### src/sv/rm2e_delay.sv
module rm2e_delay #(
  parameter int WIDTH = 8,
  parameter int DEPTH = 2
) (
  input  logic             clk,
  input  logic             en,
  input  logic [WIDTH-1:0] din,
  output logic [WIDTH-1:0] dout
);

  logic [WIDTH-1:0] taps [DEPTH];

  // shift line, advances with the pipeline
  always_ff @(posedge clk) begin
    if (en) begin
      taps[0] <= din;
      for (int i = 1; i < DEPTH; i++) begin
        taps[i] <= taps[i-1];
      end
    end
  end

  assign dout = taps[DEPTH-1];

endmodule

### config.mk
export PLATFORM = sky130hd
export DESIGN_NAME = rm2e_delay
export DESIGN_NICKNAME = d
export VERILOG_FILES = /design/src/sv/rm2e_delay.sv
export SDC_FILE = /design/constraint.sdc
export NUM_CORES = 1
export LEC_CHECK = 0
export BUFFER_PORTS_ARGS = -buffer_cell sky130_fd_sc_hd__buf_2
export CELL_PAD_IN_SITES_DETAIL_PLACEMENT = 1
export CELL_PAD_IN_SITES_GLOBAL_PLACEMENT = 2
export CORE_MARGIN = 3
export CORE_UTILIZATION = 32
export CTS_CLUSTER_DIAMETER = 50
export DETAILED_ROUTE_END_ITERATION = 12
export PLACE_DENSITY_LB_ADDON = 0.1
export SLEW_MARGIN = 20
export SYNTH_ARGS = -nofsm -noshare
export SYNTH_HDL_FRONTEND = slang
export SYNTH_SLANG_ARGS = --single-unit
### constraint.sdc
create_clock -name clk -period 0.8 [get_ports clk]
set_input_delay 0.04 -clock clk [delete_from_list [all_inputs] [get_ports clk]]
set_output_delay 0.04 -clock clk [all_outputs]
set_load 0.03 [all_outputs]
Word-level counts from Yosys, hierarchy flattened

Memories as Yosys holds them, arrays and structs flattened.
Cells that the tools add are included.

Register bits: 0
Bits in writable memories: 16
Input bits: 10
Output and inout port bits: 8
Word-level logic and storage cells: 3
Memories: 1

Mux-type cells: 2

Memories:

| memory | words | width | read ports | clocked after memory_dff | wr ports | line | source |
|---|---|---|---|---|---|---|---|
| taps   | 2     | 8     | 2          | 0                        | 2        | 11   | `logic [WIDTH-1:0] taps [DEPTH];` |

Operators by type and width:

| cell   | number |
|---|---|
| $mux 1 | 2 |

Depth between registers and ports, before layout

Word-level depth: 2
Depth in mapped cells: 1
Gate-level depth less buffers: 0

Worst setup path after synthesis

No wires, ideal clock.

Path type: register -> register
Start point: mem taps[0][2]
End point: mem taps[1][2] (netlist: taps[0][10]), data pin
Arrival: 323 ps
Setup slack: 211 ps
Stages on the path, launching flop included: 1
Path buffers: 0
Cell sequence: edfxtp_1

RTL lines:

| what        | line |
|---|---|
| from (decl) | 11 |

==> results.txt <==
Status - finished, violations left
Violated checks - negative setup slack
Iteration-0 DRC Markers - 5
Seq. cell area - 480 sq um
Total GRT Usage - 7.05%
Die Wd - 47.1 um
EDFF count, synth - 16
Startpoint Class - register
WHS Endpoint - taps[0][7]$_DFFE_PP_
Slew HR - 76.4%
P&R area growth vs syn - 37.3%
Pre-CTS setup slack - 0.0919 ns
Chip height - 47.1 um
Syn nets - 34
Post-Layout Cell Count - 61
Clock sink count - 16
Site Rows - 14
Cell variety after synth - 2
Worst hold start - en
FF-to-FF End - taps[0][9]$_DFFE_PP_
Share of layout cells above drive strength 1 - 44.4%
Drt pass-1 iters - 2
Top flop regs - taps (16)
Post-layout net count - 56
Max reg flops - 16
FMAX - 1150 MHz
WP data required - 0.76 ns
Clk slew on worst S/H paths - 0.09 ns
CP top delay family - flip-flops
Syn. warnings - 0
Vias/cell - 4.20
Worst Setup SP - taps[0][11]$_DFFE_PP_
Gpl congestion - 0.613
TritonCTS clock tree - yes
Final setup fails - 8
CP endpoint kind - output pin
Sequential area share after synthesis - 88.9%
Worst hold path depth - 1
Fin crit share - 108%
Fillers - 159
Number of antenna diodes - 0
CP Buf/Inv Count - 1
Starting density of the core - 35.1%
DR WL/cell - 11.7 um
Largest area contributor in the netlist - edfxtp_1
Peak VDD IR - 0.00117 V
Vias in the first global route - 258
Setup Crit Path Kind - register to output pin
Via count - 256
Final wirelength - 714 um
Largest net degree at the start of global routing - 17
Fraction of synthesis flops using an asynchronous set or reset pin - 0%
Most frequent cell after synthesis - edfxtp_1
Multi-input logic area - 0 sq um
GR Overflow Total - 0
Post-synth top area share - 88.9%
RSZ-0062 raised after global routing - true
Final Max Slew Viols - 0
Critical path's slowest cell - edfxtp_1
Post-route DRC violation count - 0
Top reg by flops - taps
Setup WS post-layout - -0.0673 ns
Final hold vios - 0
CP arrival - 0.83 ns
Worst Hold Class - input pin to register
#FFs+latches synth - 16
Mapped Cells - 24
Core Box Area - 1540 sq um
H-tree Lvls - 1
Leakage - 0.289 nW
Synthesized area - 541 sq um
Post-synth top flop - edfxtp_1
Port buffer count - 17
Die area - 2220 sq um
Clock Root Buffer - clkbuf_4
Pwr Density - 2150 nW/um^2
I/O pin count - 18
DP Cell Count - 49
Max Clock Skew - 0.00151 ns
Top post-synthesis cells by count - edfxtp_1 (16), buf_4 (8)
Multi-input gates - 0
Reg2reg setup slack - 0.16 ns
R2R cell count - 0
Critical path fanouts, max - 1
Max Cap Viol - 0
Post-DRT Antenna Nets - 0
Syn_area_per_cell - 22.5 sq um
Largest cells by area after synthesis - edfxtp_1 (89%), buf_4 (11%)
Global-route wire length before repair - 1030 um
Slowest Stage Delay on Critical Path - 0.40 ns
Slew @ Worst Pin - 0.355 ns
Worst skew pair latency - 0.27 ns
CP Cell Sequence - buf_6
Min cycle time layout - 0.867 ns
Max clock buf depth - 2
Reg2reg start - taps[0][1]$_DFFE_PP_
CTS Buf Count - 3
Initial antenna violation count - 0
[worst max-delay path by stage]
stage	endpoint	cells after the start
3_3_place_gp	taps[0][14]$_DFFE_PP_	1
5_1_grt	dout[7]	1
2_1_floorplan	taps[0][10]$_DFFE_PP_	0
4_1_cts	dout[3]	1
6_report	dout[3]	1
3_5_place_dp	taps[0][9]$_DFFE_PP_	1
[layout by cell type, fill, tap and decap left out]
| cell | synthesis | final |
|---|---|---|
| dlygate4sd3_1 | 0 | 8 |
| clkinv_1 | 0 | 1 |
| buf_6 | 0 | 8 |
| edfxtp_1 | 16 | 16 |
| buf_2 | 0 | 9 |
| clkbuf_4 | 0 | 3 |
[area by class of cell]
class	instances	area share, %
sequential	16	64.8
timing repair buffer	25	29.0
clock buffer	3	3.04
tap	16	2.70
clock inverter	1	0.506
[power breakdown]
group	total (mW)	switching, mW	internal, mW
logic	0.175	0.0866	0.0884
clock network	0.409	0.228	0.180
registers	1.01	0.0210	0.994
total	1.60	0.336	1.26
[through the flow]
step	utilization [%]	hold WS (ns)	instance area [sq um]	total power [mW]	setup TNS (ns)
6_report	48.1	0.193	742	1.60	-0.447
3_3_place_gp	38.0	0.217	586	1.14	0
2_1_floorplan	-	0.139	541	1.12	0
5_1_grt	48.1	0.184	742	1.67	-0.788
3_5_place_dp	38.0	0.219	586	1.15	0
4_1_cts	48.1	0.187	742	1.63	-0.589
[layer usage]
metal	GRT usage, %	share of wire (%)	vias to the layer above
met5	0	0	-
met1	7.77	41	118
met3	3.45	11	0
li1	-	-	122
met4	3.31	0	0
met2	11.4	49	16
[kinds of logic after synthesis]
group                  synth area share, %
buffers and inverters                 11.1
flip-flops                            88.9
[repair_timing]
action,in CTS,in global routing
hold buffers,8,0
endpoints found under the hold margin,8,0
buffers inserted,0,0
endpoints found under the setup margin,8,8
resized for setup,16,0
(Power assumes the default switching activity.)
