==> src/sv/rm2e_pkg.sv <==
package rm2e_pkg;

  // Datapath widths
  localparam int XW            = 35;  // CORDIC vector, input scaled by 2^16 plus gain headroom
  localparam int ZW            = 26;  // angle accumulator, degrees * 2^16
  localparam int CORDIC_STAGES = 16;
  localparam int SUM_W         = 32;  // r10^2 + r11^2
  localparam int ROOT_W        = 32;  // floor(sqrt(sum * 2^32))

  typedef logic signed [XW-1:0] vec_t;
  typedef logic signed [ZW-1:0] ang_t;

  // Angles in degrees * 2^16
  localparam ang_t DEG_45  = 26'sd2949120;
  localparam ang_t DEG_90  = 26'sd5898240;
  localparam ang_t DEG_135 = 26'sd8847360;
  localparam ang_t DEG_180 = 26'sd11796480;

  // atan(2^-i) in degrees * 2^16, rounded
  localparam ang_t ATAN_TAB [CORDIC_STAGES] = '{
    26'sd2949120, 26'sd1740967, 26'sd919879, 26'sd466945,
    26'sd234379,  26'sd117304,  26'sd58666,  26'sd29335,
    26'sd14668,   26'sd7334,    26'sd3667,   26'sd1833,
    26'sd917,     26'sd458,     26'sd229,    26'sd115
  };

endpackage

==> src/sv/rm2e_cordic.sv <==
module rm2e_cordic (
  input  logic           clk,
  input  logic           rst,
  input  logic           en,
  input  logic           in_valid,
  input  rm2e_pkg::vec_t y_in,
  input  rm2e_pkg::vec_t x_in,
  output logic           out_valid,
  output rm2e_pkg::ang_t angle
);
  import rm2e_pkg::*;

  vec_t xs   [0:CORDIC_STAGES];
  vec_t ys   [0:CORDIC_STAGES];
  ang_t zs   [0:CORDIC_STAGES];
  logic spec [0:CORDIC_STAGES];
  ang_t sval [0:CORDIC_STAGES];
  logic vld  [0:CORDIC_STAGES];

  vec_t pre_x, pre_y;
  ang_t pre_z, pre_sval, z_clamp;
  logic pre_spec;

  // axis cases bypass the iterations; left half-plane is turned by a quarter
  always_comb begin
    pre_x    = x_in;
    pre_y    = y_in;
    pre_z    = '0;
    pre_spec = 1'b0;
    pre_sval = '0;
    if (y_in == '0) begin
      pre_spec = 1'b1;
      pre_sval = x_in[XW-1] ? DEG_180 : '0;
    end else if (x_in == '0) begin
      pre_spec = 1'b1;
      pre_sval = y_in[XW-1] ? -DEG_90 : DEG_90;
    end else if (x_in[XW-1]) begin
      if (!y_in[XW-1]) begin
        pre_x = y_in;
        pre_y = -x_in;
        pre_z = DEG_90;
      end else begin
        pre_x = -y_in;
        pre_y = x_in;
        pre_z = -DEG_90;
      end
    end
  end

  always_ff @(posedge clk) begin
    if (rst) begin
      vld[0] <= 1'b0;
    end else if (en) begin
      vld[0] <= in_valid;
    end
  end

  always_ff @(posedge clk) begin
    if (en) begin
      xs[0]   <= pre_x;
      ys[0]   <= pre_y;
      zs[0]   <= pre_z;
      spec[0] <= pre_spec;
      sval[0] <= pre_sval;
    end
  end

  // vectoring iterations, one per stage, drive y towards zero
  for (genvar i = 0; i < CORDIC_STAGES; i++) begin : g_iter
    vec_t x_sh, y_sh;
    assign x_sh = xs[i] >>> i;
    assign y_sh = ys[i] >>> i;

    always_ff @(posedge clk) begin
      if (rst) begin
        vld[i+1] <= 1'b0;
      end else if (en) begin
        vld[i+1] <= vld[i];
      end
    end

    always_ff @(posedge clk) begin
      if (en) begin
        if (!ys[i][XW-1]) begin
          xs[i+1] <= xs[i] + y_sh;
          ys[i+1] <= ys[i] - x_sh;
          zs[i+1] <= zs[i] + ATAN_TAB[i];
        end else begin
          xs[i+1] <= xs[i] - y_sh;
          ys[i+1] <= ys[i] + x_sh;
          zs[i+1] <= zs[i] - ATAN_TAB[i];
        end
        spec[i+1] <= spec[i];
        sval[i+1] <= sval[i];
      end
    end
  end

  // clamp to a half turn either way
  always_comb begin
    z_clamp = zs[CORDIC_STAGES];
    if (z_clamp > DEG_180) begin
      z_clamp = DEG_180;
    end else if (z_clamp < -DEG_180) begin
      z_clamp = -DEG_180;
    end
  end

  always_ff @(posedge clk) begin
    if (rst) begin
      out_valid <= 1'b0;
    end else if (en) begin
      out_valid <= vld[CORDIC_STAGES];
    end
  end

  always_ff @(posedge clk) begin
    if (en) begin
      angle <= spec[CORDIC_STAGES] ? sval[CORDIC_STAGES] : z_clamp;
    end
  end

endmodule
==> config.mk <==
export PLATFORM = sky130hd
export DESIGN_NAME = rm2e_cordic
export DESIGN_NICKNAME = d
export VERILOG_FILES = /design/src/sv/rm2e_pkg.sv /design/src/sv/rm2e_cordic.sv
export SDC_FILE = /design/constraint.sdc
export NUM_CORES = 2
export LEC_CHECK = 0
export BUFFER_PORTS_ARGS = -buffer_cell sky130_fd_sc_hd__clkbuf_2
export CORE_ASPECT_RATIO = 0.6
export CORE_MARGIN = 4
export CORE_UTILIZATION = 55
export DETAILED_ROUTE_END_ITERATION = 10
export PLACE_DENSITY_LB_ADDON = 0.3
export SLEW_MARGIN = 20
export SYNTH_ARGS = -nofsm -noshare
export SYNTH_HDL_FRONTEND = slang
export SYNTH_SLANG_ARGS = --single-unit
==> constraint.sdc <==
create_clock -name clk -period 8.5 [get_ports clk]
set_clock_uncertainty 0.2 [all_clocks]
set_input_delay 0.85 -clock clk [delete_from_list [all_inputs] [get_ports clk]]
set_output_delay 0.85 -clock clk [all_outputs]
set_load 0.05 [all_outputs]
; After elaboration in Yosys (flattened, before gate mapping)
; Memory sizes are Yosys's and may differ from the RTL's. A register that Yosys moved wholly into a read port is not among the register bits.
; Cells that the tools add are included.
[word_totals]
register_bits = 26
latchBits = 0
ramBits = 2108
rom_bits = 0
word_cells = 360
memories = 6
[classes]
addsub = 97
n_mul = 0
div_mod_pow = 0
magnitude_cmp = 2
n_eq_ne = 0
shift = 0
mux = 187
bitwise = 65
n_reduce_logical = 2
[mem_list]
columns = memory, words, word_bits, read_ports, rd_ports_with_merged_regs, write_ports, line
row1 = xs, 17, 35, 16, 0, 17, rm2e_cordic.sv:13  ; vec_t xs [0:CORDIC_STAGES];
row2 = ys, 17, 35, 16, 0, 17, rm2e_cordic.sv:14  ; vec_t ys [0:CORDIC_STAGES];
row3 = sval, 17, 26, 17, 0, 17, rm2e_cordic.sv:17  ; ang_t sval [0:CORDIC_STAGES];
row4 = zs, 17, 26, 17, 0, 17, rm2e_cordic.sv:15  ; ang_t zs [0:CORDIC_STAGES];
row5 = spec, 17, 1, 17, 0, 17, rm2e_cordic.sv:16  ; logic spec [0:CORDIC_STAGES];
row6 = vld, 17, 1, 17, 1, 17, rm2e_cordic.sv:18  ; logic vld [0:CORDIC_STAGES];
[ops]
columns = cell, n
row1 = $mux 35, 40
row2 = $mux 26, 25
row3 = $mux 1, 121
row4 = $add 35x20->35, 2
row5 = $add 35x21->35, 2
row6 = $add 35x22->35, 2
row7 = $add 35x23->35, 2
row8 = $add 35x24->35, 2
row9 = $add 35x25->35, 2
row10 = $add 35x26->35, 2
row11 = $add 35x27->35, 2
row12 = $add 35x28->35, 2
row13 = $add 35x29->35, 2
row14 = $add 35x30->35, 2
row15 = $add 35x31->35, 2
row16 = $add 35x32->35, 2
row17 = $add 35x33->35, 2
row18 = $add 35x34->35, 2
row19 = $logic_not 35->1, 2
row20 = $neg 35->35, 2
row21 = $sub 35x20->35, 2
row22 = $sub 35x21->35, 2
row23 = $sub 35x22->35, 2
row24 = $sub 35x23->35, 2
row25 = 49 further kinds, 125

; Logic depth before layout (Yosys ltp)
[logic_depth]
word_depth = 5
mapped_depth = 23
mapped_depth_nobuf = 23

; Worst setup path after synthesis
; OpenSTA, ideal clock, no wires.
[synth_path]
path_kind = input -> register
from = input en
to = memory xs[13][31] (netlist bit) (data pin)
t_arrival_ns = 5.636
required_time_ns = 8.041
path_slack_ns = 2.405
path_stages = 20
n_path_buf = 4
path_cell_list = clkbuf_1 -> clkbuf_1 -> nand2_1 -> inv_1 -> clkbuf_1 -> clkbuf_1 -> nor2_1 -> xnor2_1 -> ha_1 -> a21o_1 -> a211o_1 -> a211oi_2 -> o21ai_1 -> a221oi_2 -> o21ai_2 -> a41o_1 -> a311o_1 -> a2111o_1 -> a31oi_1 -> xnor2_1
[synth_lines]
columns = item, line
row1 = start: declaration, rm2e_cordic.sv:4  ; input logic en,
row2 = end: declaration, rm2e_cordic.sv:13

==> results.cfg <==
[final_layout]
layout_common_cells = edfxtp_1 (1553), ha_1 (1400), a21oi_1 (1294)
final_common_cell = edfxtp_1
nets = 15020
area_growth_pct = 7.327
fill_cells = 19980
final_core_util = 0.5937
drive_above_1_share = 0.04079
ff_latch_area_sq_um = 46650
multi_input_area_sq_um = 78890
design_area_sq_um = 138000

[clocking]
post_cts_buffers = 0
cts_hold_buf = 1
cts_tree = done
htreeDepth = 4
cts_made_buffers = 164
clock-sinks = 1554
clock_latency_ns = 0.85
clk_pin_slew_ns = 0.07
root_buffer = clkbuf_16
cts-resized-gates = 0
clockBufferDepth = 4

[route]
wl_mm = 345.4
num_vias = 103400
wl_per_cell_um = 20.61
drt_iter0_markers = 12010
vias_per_cell = 6.167
dr.pass1.iters = 6
post-route-drc-count = 0
postRouteAntennaNets = 0

[min_path]
holdCritStartpoint = in_valid
hold_depth = 2
holdCritPathClass = input pin to register
holdPathEnd = vld[0]$_DFFE_PP_

[sta]
setup_ws_ns = 2.203
setup_tns_ns = 0
worstMarginPinSlew_ns = 1.332
slew_headroom = 0.1058
final-hold-violation-count = 0
fmaxAchievable_mhz = 158.8
min_period_over_period = 0.7408
min_period_ns = 6.297
rsz0062_at_grt = false
drv_slew = 0
setup_viol = 0

[die]
io_pins = 101
initial_core_util = 0.5532
rows = 137
die_area_sq_um = 241900
die_w_um = 632.2
core_area_sq_um = 232400
die_height_um = 382.5

[synth]
synth_cell_types = 89
synth.net_count = 14960
synth_ff_type = edfxtp_1
yosysWarnings = 0
syn_avg_cell_area_sq_um = 9.566
synth_edf_count = 1553
syn_area_sq_um = 128600
ys_seq_area_frac = 0.3628
synth_cells = 13440
ys_async_sr_fraction = 0
ys_seq_elements = 1554

[global_route]
grt_pass1_vias = 92690
antenna_found_initial = 4
grt_start_max_net_pins = 174
grt_pass1_wl_mm = 535.3
grt.overflow.total = 0
grt.total_usage = 0.2744

[run]
maxCapViolations = 0

[worst_setup_path]
reg2reg_depth = 17
r2r_slack_ns = 2.20
crit_fanout = 26
r2r-start = ys[9][34]$_DFFE_PP_
endpoint_kind = register
reg2reg_to = ys[10][31]$_DFFE_PP_
cp_data_required_time_ns = 8.87
crit_type = register to register
start_kind = register
cp_data_arrival_time_ns = 6.67

[placement]
placed_area_sq_um = 132600
dpl.hpwl_mm = 272.3
gp_congestion = 0.9873
place_ws_ns = 1.976
portBuffers = 99

[status]
status = finished, final reports clean
[cell usage after synthesis (49+ instances only)]
| master | instances | area share |
|---|---|---|
| o41ai_1 | 92 | 0.0063 |
| nand2b_1 | 261 | 0.013 |
| nand2_1 | 871 | 0.025 |
| nor4_1 | 117 | 0.0057 |
| and3_1 | 116 | 0.0056 |
| edfxtp_1 | 1553 | 0.36 |
| nand3_1 | 208 | 0.0081 |
| o31ai_1 | 193 | 0.011 |
| o211ai_1 | 54 | 0.0032 |
| a211oi_1 | 90 | 0.0053 |
| or2_2 | 49 | 0.0024 |
| o21ai_0 | 930 | 0.036 |
| ha_1 | 1400 | 0.14 |
| xor2_1 | 728 | 0.050 |
| o21a_1 | 191 | 0.011 |
| clkbuf_1 | 240 | 0.0070 |
| or4_1 | 58 | 0.0034 |
| nor3_1 | 255 | 0.0099 |
| xnor2_1 | 1189 | 0.081 |
| o21bai_1 | 146 | 0.0085 |
| nand4_1 | 109 | 0.0053 |
| inv_1 | 532 | 0.016 |
| and2_1 | 90 | 0.0044 |
| or3_1 | 80 | 0.0039 |
| a31oi_1 | 127 | 0.0062 |
| a21oi_1 | 1294 | 0.050 |
| nor2_1 | 974 | 0.028 |
| nor2b_1 | 192 | 0.0093 |
| a21o_1 | 657 | 0.038 |
[kinds of logic (layout without fill, tap and decap cells)]
group | count (synthesis) | in the layout | synth area share
adders and majority gates | 1439 | 1439 | 0.1423
DFF | 1554 | 1554 | 0.3628
AOI/OAI and AO/OA | 4165 | 4165 | 0.2037
buffers and inverters | 817 | 1005 | 0.02394
muxes | 64 | 64 | 0.005215
other | 1 | 4 | 0.00002916
and+or+nand+nor | 3485 | 3485 | 0.1314
xor gates and xnor gates | 1917 | 1917 | 0.1306
[critical path, cell delays in order, from the launching register on]
cell,delay (ns)
edfxtp_1,0.62
nand2_1,0.20
clkinv_1,0.69
a21oi_1,0.43
xor2_1,0.18
ha_1,0.32
a2111o_1,0.45
o21bai_1,0.18
a41o_1,0.29
a31oi_1,0.25
o31ai_1,0.12
buf_4,0.17
a2111oi_0,0.71
o31ai_1,0.41
a41o_1,0.36
o21ai_0,0.15
a21oi_1,0.10
xor2_1,0.15
[state kept, by name, indices dropped and copies added (netlist names)]
signal	cells
ys	526
xs	510
zs	373
sval	85
angle	25
spec	17
vld	17
out_valid	1
[area by class of cell]
cell class	count	share of cell area
well taps	3127	0.02835
clock inverters	102	0.008014
inverters	541	0.01471
diodes	3	0.00005440
repair buffers	177	0.008141
multi-input cells	11070	0.5716
clock buffers	185	0.03108
flip-flops and latches	1554	0.3381
[stage by stage]
step	cells	hold WS, ns
finish	16760	0.1220
global route	16760	0.1142
CTS	16760	0.07887
detailed placement	16470	0.2045
global placement	16470	0.2002
floorplan	13440	0.2003
[how the worst max path moves through the flow]
| stage | start | endpoint | slack [ns] |
|---|---|---|---|
| after floorplan | en | xs[13][31]$_DFFE_PP_ | 2.40 |
| after global placement | en | ys[10][31]$_DFFE_PP_ | 2.02 |
| after detailed placement | en | ys[2][34]$_DFFE_PP_ | 1.98 |
| after CTS | ys[9][34]$_DFFE_PP_ | ys[10][31]$_DFFE_PP_ | 2.42 |
| final | ys[9][34]$_DFFE_PP_ | ys[10][31]$_DFFE_PP_ | 2.20 |
| after global routing | ys[3][7]$_DFFE_PP_ | xs[4][34]$_DFFE_PP_ | 1.81 |
[per-layer routing]
layer	share of wire	global-route usage	vias to the layer above
met5	0.00027	0	-
met2	0.37	0.3495	4322
met1	0.49	0.4488	48740
met3	0.12	0.08987	295
li1	-	-	50000
met4	0.011	0.03196	4
Power is left out: the tool's default activity adds up to more than one toggle a clock period on the data nets, which glitch-free logic cannot reach.
