`src/sv/rm2e_pkg.sv`:
```
package rm2e_pkg;

  // Datapath widths
  localparam int XW            = 35;  // CORDIC vector, input scaled by 2^16 plus gain headroom
  localparam int ZW            = 26;  // angle accumulator, degrees * 2^16
  localparam int CORDIC_STAGES = 16;
  localparam int SUM_W         = 32;  // r10^2 + r11^2
  localparam int ROOT_W        = 32;  // floor(sqrt(sum * 2^32))

  typedef logic signed [XW-1:0] vec_t;
  typedef logic signed [ZW-1:0] ang_t;

  // Angles in degrees * 2^16
  localparam ang_t DEG_45  = 26'sd2949120;
  localparam ang_t DEG_90  = 26'sd5898240;
  localparam ang_t DEG_135 = 26'sd8847360;
  localparam ang_t DEG_180 = 26'sd11796480;

  // atan(2^-i) in degrees * 2^16, rounded
  localparam ang_t ATAN_TAB [CORDIC_STAGES] = '{
    26'sd2949120, 26'sd1740967, 26'sd919879, 26'sd466945,
    26'sd234379,  26'sd117304,  26'sd58666,  26'sd29335,
    26'sd14668,   26'sd7334,    26'sd3667,   26'sd1833,
    26'sd917,     26'sd458,     26'sd229,    26'sd115
  };

endpackage

```
`src/sv/rm2e_isqrt.sv`:
```
module rm2e_isqrt (
  input  logic                         clk,
  input  logic                         rst,
  input  logic                         en,
  input  logic                         in_valid,
  input  logic [rm2e_pkg::SUM_W-1:0]   sq_sum,
  output logic                         out_valid,
  output logic [rm2e_pkg::ROOT_W-1:0]  root
);
  import rm2e_pkg::*;

  // remainder needs two bits above the trial value {q, 01}
  localparam int RW = ROOT_W + 4;

  logic [RW-1:0]     rem [1:ROOT_W-1];
  logic [ROOT_W-1:0] q   [1:ROOT_W];
  logic [SUM_W-1:0]  sv  [1:SUM_W/2-1];
  logic              vld [1:ROOT_W];

  // one result bit per stage, radicand is sq_sum followed by 32 zero bits
  for (genvar i = 0; i < ROOT_W; i++) begin : g_stage
    localparam int K = ROOT_W - 1 - i;
    logic [RW-1:0]     rem_i, r2, t;
    logic [ROOT_W-1:0] q_i;
    logic              v_i, ge;
    logic [1:0]        pair;

    if (i == 0) begin : g_first
      assign rem_i = '0;
      assign q_i   = '0;
      assign v_i   = in_valid;
    end else begin : g_rest
      assign rem_i = rem[i];
      assign q_i   = q[i];
      assign v_i   = vld[i];
    end

    if (K >= SUM_W / 2) begin : g_pair
      if (i == 0) begin : g_p0
        assign pair = sq_sum[2*(K-SUM_W/2)+1 -: 2];
      end else begin : g_pn
        assign pair = sv[i][2*(K-SUM_W/2)+1 -: 2];
      end
    end else begin : g_zero
      assign pair = 2'b00;
    end

    assign r2 = {rem_i[RW-3:0], pair};
    assign t  = {{(RW-ROOT_W-2){1'b0}}, q_i, 2'b01};
    assign ge = (r2 >= t);

    always_ff @(posedge clk) begin
      if (rst) begin
        vld[i+1] <= 1'b0;
      end else if (en) begin
        vld[i+1] <= v_i;
      end
    end

    always_ff @(posedge clk) begin
      if (en) begin
        q[i+1] <= {q_i[ROOT_W-2:0], ge};
      end
    end

    if (i < ROOT_W - 1) begin : g_rem
      always_ff @(posedge clk) begin
        if (en) begin
          rem[i+1] <= ge ? (r2 - t) : r2;
        end
      end
    end

    if (i < SUM_W / 2 - 1) begin : g_sv
      if (i == 0) begin : g_s0
        always_ff @(posedge clk) begin
          if (en) begin
            sv[1] <= sq_sum;
          end
        end
      end else begin : g_sn
        always_ff @(posedge clk) begin
          if (en) begin
            sv[i+1] <= sv[i];
          end
        end
      end
    end
  end

  assign root      = q[ROOT_W];
  assign out_valid = vld[ROOT_W];

endmodule

```
`config.mk`:
```
export PLATFORM = sky130hd
export DESIGN_NAME = rm2e_isqrt
export DESIGN_NICKNAME = d
export VERILOG_FILES = /design/src/sv/rm2e_pkg.sv /design/src/sv/rm2e_isqrt.sv
export SDC_FILE = /design/constraint.sdc
export NUM_CORES = 2
export LEC_CHECK = 0
export ABC_CLOCK_PERIOD_IN_PS = 5900
export BUFFER_PORTS_ARGS = -buffer_cell sky130_fd_sc_hd__buf_2
export CORE_MARGIN = 2
export CORE_UTILIZATION = 58
export DETAILED_ROUTE_END_ITERATION = 12
export GPL_ROUTABILITY_DRIVEN = 1
export GPL_TIMING_DRIVEN = 0
export PLACE_DENSITY = 0.85
export SKIP_CTS_REPAIR_TIMING = 1
export SYNTH_ARGS = -nofsm -noshare
export SYNTH_HDL_FRONTEND = slang
export SYNTH_SLANG_ARGS = --single-unit
```
`constraint.sdc`:
```
create_clock -name clk -period 5.9 [get_ports clk]
set_clock_uncertainty 0.15 [all_clocks]
set_input_delay 0.295 -clock clk [delete_from_list [all_inputs] [get_ports clk]]
set_output_delay 0.295 -clock clk [all_outputs]
set_load 0.005 [all_outputs]
```
== Word level (Yosys, flattened, before mapping) ==
Memories as Yosys holds them, arrays and structs flattened.
Cells that the tools add are included.
Storage, ports and cells
  output and inout port bits: 33
  logic and storage cells: 168
  memories kept: 4
  memory bits (writable): 2652
  flip-flop bits (word level): 0
  input bits: 36
Memories
  rem: words 31, width 36, rd ports 31, clocked after memory_dff 0, write ports 31, line rm2e_isqrt.sv:15  | logic [RW-1:0] rem [1:ROOT_W-1];
  q: words 32, width 32, rd ports 32, clocked after memory_dff 0, write ports 32, line rm2e_isqrt.sv:16  | logic [ROOT_W-1:0] q [1:ROOT_W];
  sv: words 15, width 32, rd ports 15, clocked after memory_dff 0, write ports 15, line rm2e_isqrt.sv:17  | logic [SUM_W-1:0] sv [1:SUM_W/2-1];
  vld: words 32, width 1, rd ports 32, clocked after memory_dff 0, write ports 32, line rm2e_isqrt.sv:18  | logic vld [1:ROOT_W];
Operators by class
  add/sub/neg operators: 31
  bitwise gates (word level): 32
  multiplexer cells: 69
  $lt $le $gt $ge: 32
Operators by type and width (number)
  >= comparator 36 x 34 -> 1 bit: 31
  2-to-1 mux 36 bit: 31
  subtractor 36 x 34 -> 36 bit: 30
  2-to-1 mux 1 bit: 38
  bitwise OR 1 bit: 32
  subtractor 2 x 1 -> 3 bit, second input constant: 1
  >= comparator 2 x 1 -> 1 bit, second input constant: 1

== Logic depth before layout (Yosys ltp) ==
  word-level depth: 4
  depth in mapped cells: 14
  gate-level depth less buffers: 13

== Worst setup path after synthesis ==
No wires, ideal clock.
  kind: flip-flop to flip-flop
  start point: memory rem[29][1] (netlist bit)
  end point: memory rem[30][11] (netlist bit) (data pin)
  path slack: 1.919 ns
  path buffers: 3
  period minus slack after synthesis: 3.981 ns
  setup time: 0.270 ns
  cell stages (with the launch flop): 15
  data required time: 5.480 ns
  arrival time: 3.561 ns
  cells stage by stage: edfxtp_1 > inv_1 > ha_1 > fa_1 > a21oi_1 > o21ai_0 > a2111oi_0 > or4_1 > o311a_1 > o31ai_1 > a211o_1 > buf_2 > buf_2 > buf_1 > a21oi_1
RTL lines (line)
  from (decl): rm2e_isqrt.sv:15

==> impl_metrics.sql <==
INSERT INTO impl_metrics (metric_group, metric, value, unit) VALUES
('outcome', 'status', 'completed', ''),
('synth', 'edff_count_synth', '1788', ''),
('routing', 'number_of_nets_with_antenna_violations_after_detailed_routing', '0', ''),
('place', 'place_congestion', '0.936', ''),
('critical_path', 'critical_path_arrival', '6.05', 'ns'),
('synth', 'synth.top_cell.area_share', '57.8', '%'),
('floorplan', 'die_area', '163000', 'um2'),
('floorplan', 'core.rowCount', '146', ''),
('sta', 'final-max-slew-violation-count', '0', ''),
('synth', 'cell_type_with_the_largest_total_area_after_synthesis', 'sky130_fd_sc_hd__edfxtp_1', ''),
('sta', 'layout_worst_path_cycle_share', '94.4', '%'),
('critical_path', 'timing.critical_path.slowest_cell_delay', '0.88', 'ns'),
('critical_path', 'cp.required', '6.37', 'ns'),
('cells_and_area', 'final_nets', '8767', ''),
('synth', 'syn-num-nets', '8455', ''),
('sta', 'fmax', '180', 'MHz'),
('global_route', 'overall_global_routing_resource_usage', '23.7', '%'),
('floorplan', 'design.portCount', '69', ''),
('power_and_ir_drop', 'static-leakage-power', '0.0400', 'uW'),
('sta', 'hold_violations', '0', ''),
('cells_and_area', 'antennaDiodeCount', '0', ''),
('synth', 'syn_area_cell', '11.8', 'um2'),
('floorplan', 'die_height', '404', 'um'),
('clocking', 'clock_sink_count', '1788', ''),
('cells_and_area', 'final_layout_size_suffix_gt1_share', '6.36', '%'),
('critical_path', 'timing.critical_path.fanout_max', '10', ''),
('place', 'port_buffers', '68', ''),
('sta', 'worst_slew_margin_rel', '26.9', '%'),
('global_route', 'met2_track_demand_over_resource_in_global_routing', '44.5', '%'),
('critical_path', 'critical_path.slowest_cell', 'sky130_fd_sc_hd__nor4b_1', ''),
('min_path', 'min_path_type', 'in -> reg', ''),
('routing', 'firstDrtPassIters', '6', ''),
('job', 'cap_violations', '0', ''),
('global_route', 'overflow', '0', ''),
('critical_path', 'criticalPathCategory', 'reg -> reg', ''),
('cells_and_area', 'growth_of_design_area_from_synthesis_to_finish', '10.7', '%'),
('sta', 'fin_crit', '5.57', 'ns'),
('routing', 'vias_per_cell', '6.01', ''),
('place', 'dp.final_hpwl', '141000', 'um'),
('synth', 'yosysUniqueCellTypes', '86', ''),
('global_route', 'met1_use_gr', '26.5', '%'),
('cells_and_area', 'layout.core_utilization', '64.8', '%'),
('synth', 'mappedNetlistArea', '92800', 'um2'),
('synth', 'synth_seq_cells', '1788', ''),
('global_route', 'gr-max-usage-layer', 'met2', ''),
('power_and_ir_drop', 'report.power.total', '38400', 'uW'),
('clocking', 'clkSlewWorstSetupHoldPaths', '0.06', 'ns'),
('global_route', 'met3_usage', '3.44', '%'),
('clocking', 'cts-root-to-sink-buffers', '3', ''),
('clocking', 'clkLatencyLatePin', '0.85', 'ns'),
('power_and_ir_drop', 'power.ir.vdd_worst', '421', 'uV'),
('clocking', 'cts_tree', 'yes', ''),
('global_route', 'grt_pass1_vias', '62400', ''),
('sta', 'rsz0062_at_grt', 'no', ''),
('critical_path', 'critical_path.top_delay_family', 'simple AND/OR/NAND/NOR gates', ''),
('synth', 'synth_top_cells_by_area', 'sky130_fd_sc_hd__edfxtp_1, sky130_fd_sc_hd__ha_1, sky130_fd_sc_hd__xnor2_1', ''),
('clocking', 'cts-root-buf', 'sky130_fd_sc_hd__clkbuf_16', ''),
('routing', 'detail_route.wirelength', '200000', 'um'),
('sta', 'setup_tns_final', '0', 'ns'),
('routing', 'drt_first_iter_violations', '5702', ''),
('floorplan', 'coreArea', '159000', 'um2'),
('critical_path', 'cp_cell_sequence', 'inv_1 -> ha_1 -> fa_1 -> a211oi_1 -> o21ai_0 -> nand4b_1 -> and3_1 -> o22ai_1 -> a32o_1 -> nor4b_1 -> clkbuf_1 -> clkbuf_1 -> nand2_1 -> o31ai_1', ''),
('critical_path', 'end_kind', 'flip-flop', ''),
('global_route', 'grt_max_degree', '194', ''),
('critical_path', 'cpMostUsedCell', 'sky130_fd_sc_hd__clkbuf_1', ''),
('routing', 'number_of_vias_after_detailed_routing', '62500', ''),
('routing', 'avgRoutedWirePerCell', '19.2', 'um'),
('synth', 'dominantRegCellSynth', 'sky130_fd_sc_hd__edfxtp_1', ''),
('global_route', 'global_route_wire_length_before_repair', '314000', 'um'),
('power_and_ir_drop', 'power.density_cell_area', '374', 'nW/um2'),
('synth', 'synthCells', '7873', '');
## final timing paths
path                                  from  slack, ns  cells past startpoint          to
worst min register to register  sv[0][192]       0.26                      0  sv[0][224]
worst min-delay path            sq_sum[13]       0.02                      2   sv[0][45]
worst max-delay path            rem[25][1]       0.33                     14  rem[26][6]
worst max register to register  rem[25][1]       0.33                     14  rem[26][6]
## cell type report
type	count	area, um2
flip-flops and latches	1788	53700
multi-input cells	5292	36100
fillers	11200	55900
clock inverters	132	1600
plain buffers	129	500
repair buffers	127	1120
well taps	2072	2590
clock buffers	204	4660
inverters	664	2490
## power by group
group / switching [uW] / internal (uW)
logic: 5050 / 3780
registers: 1270 / 16400
clock network: 5060 / 6890
## cell families (layout without fill, tap and decap cells)
| family | after synthesis | count (layout) | synth area share (%) |
|---|---|---|---|
| adders and majority gates | 546 | 546 | 7.48 |
| AOI/OAI and AO/OA | 1679 | 1679 | 11.3 |
| DFF | 1788 | 1788 | 57.8 |
| buffers and inverters | 793 | 1256 | 3.22 |
| and+or+nand+nor | 2164 | 2164 | 11.4 |
| other | 1 | 1 | 0.00404 |
| xor gates and xnor gates | 809 | 809 | 7.63 |
| muxes | 93 | 93 | 1.13 |
## cell usage after synthesis (10+ instances only)
master and count:
sky130_fd_sc_hd__fa_1 15, sky130_fd_sc_hd__o21bai_1 64, sky130_fd_sc_hd__nand4_1 59, sky130_fd_sc_hd__or3_1 93, sky130_fd_sc_hd__a211o_1 20, sky130_fd_sc_hd__o31ai_1 43
sky130_fd_sc_hd__nor2_1 508, sky130_fd_sc_hd__o2111ai_1 12, sky130_fd_sc_hd__a21oi_1 519, sky130_fd_sc_hd__nor4_1 114, sky130_fd_sc_hd__xnor2_1 407, sky130_fd_sc_hd__a21o_1 209
sky130_fd_sc_hd__nand4b_1 12, sky130_fd_sc_hd__o22ai_1 14, sky130_fd_sc_hd__o21ai_0 430, sky130_fd_sc_hd__nand2b_1 84, sky130_fd_sc_hd__a31oi_1 35, sky130_fd_sc_hd__nor3b_1 17
sky130_fd_sc_hd__ha_1 531, sky130_fd_sc_hd__inv_1 660, sky130_fd_sc_hd__nor4b_1 22, sky130_fd_sc_hd__nor3_1 219, sky130_fd_sc_hd__o211ai_1 33, sky130_fd_sc_hd__or4_1 51
sky130_fd_sc_hd__or2_2 47, sky130_fd_sc_hd__a31o_2 10, sky130_fd_sc_hd__a211oi_1 47, sky130_fd_sc_hd__nand3b_1 18, sky130_fd_sc_hd__and4_1 13, sky130_fd_sc_hd__mux2_2 92
sky130_fd_sc_hd__o21a_1 94, sky130_fd_sc_hd__nand2_1 608, sky130_fd_sc_hd__a21boi_0 22, sky130_fd_sc_hd__and2_1 59, sky130_fd_sc_hd__xor2_1 402, sky130_fd_sc_hd__edfxtp_1 1788
sky130_fd_sc_hd__clkbuf_1 109, sky130_fd_sc_hd__a41oi_1 12, sky130_fd_sc_hd__and3_1 45, sky130_fd_sc_hd__a2111oi_0 15, sky130_fd_sc_hd__nand3_1 117, sky130_fd_sc_hd__buf_1 13
sky130_fd_sc_hd__nor2b_1 57
## stage by stage
step	instance area [um2]	cells	worst slack [ns]	hold slack [ns]
finish	103000	10400	0.329	0.0150
global route	103000	10400	0.0843	-0.00688
CTS	102000	10400	0.271	-0.573
detailed placement	96100	10000	0.331	0.255
global placement	95800	10000	-23.68	0.251
floorplan	92800	7873	1.92	0.244
## layout by cell type, fill, tap and decap left out, types with 64 or more instances in the layout
cell type	Yosys	routed
sky130_fd_sc_hd__clkbuf_16	0	183
sky130_fd_sc_hd__a21o_1	209	209
sky130_fd_sc_hd__clkbuf_1	109	129
sky130_fd_sc_hd__nor2_1	508	508
sky130_fd_sc_hd__o21bai_1	64	64
sky130_fd_sc_hd__o21ai_0	430	430
sky130_fd_sc_hd__xnor2_1	407	407
sky130_fd_sc_hd__nand3_1	117	117
sky130_fd_sc_hd__ha_1	531	531
sky130_fd_sc_hd__nand2b_1	84	84
sky130_fd_sc_hd__nand2_1	608	608
sky130_fd_sc_hd__or3_1	93	93
sky130_fd_sc_hd__inv_1	660	660
sky130_fd_sc_hd__mux2_2	92	92
sky130_fd_sc_hd__edfxtp_1	1788	1788
sky130_fd_sc_hd__nor3_1	219	219
sky130_fd_sc_hd__o21a_1	94	94
sky130_fd_sc_hd__nor4_1	114	114
sky130_fd_sc_hd__xor2_1	402	402
sky130_fd_sc_hd__a21oi_1	519	519
sky130_fd_sc_hd__buf_2	6	73
## registers in the layout, summed over array words and instances (netlist names)
name,count
rem,1003
q,513
sv,240
vld,32
## layer usage
layer / share of wire, % / wire (um)
met5: 0 / 0
met4: 4.5 / 9000
met3: 4.9 / 9880
met2: 53 / 107000
met1: 37 / 74400
Power figures use the tool's default switching activity.
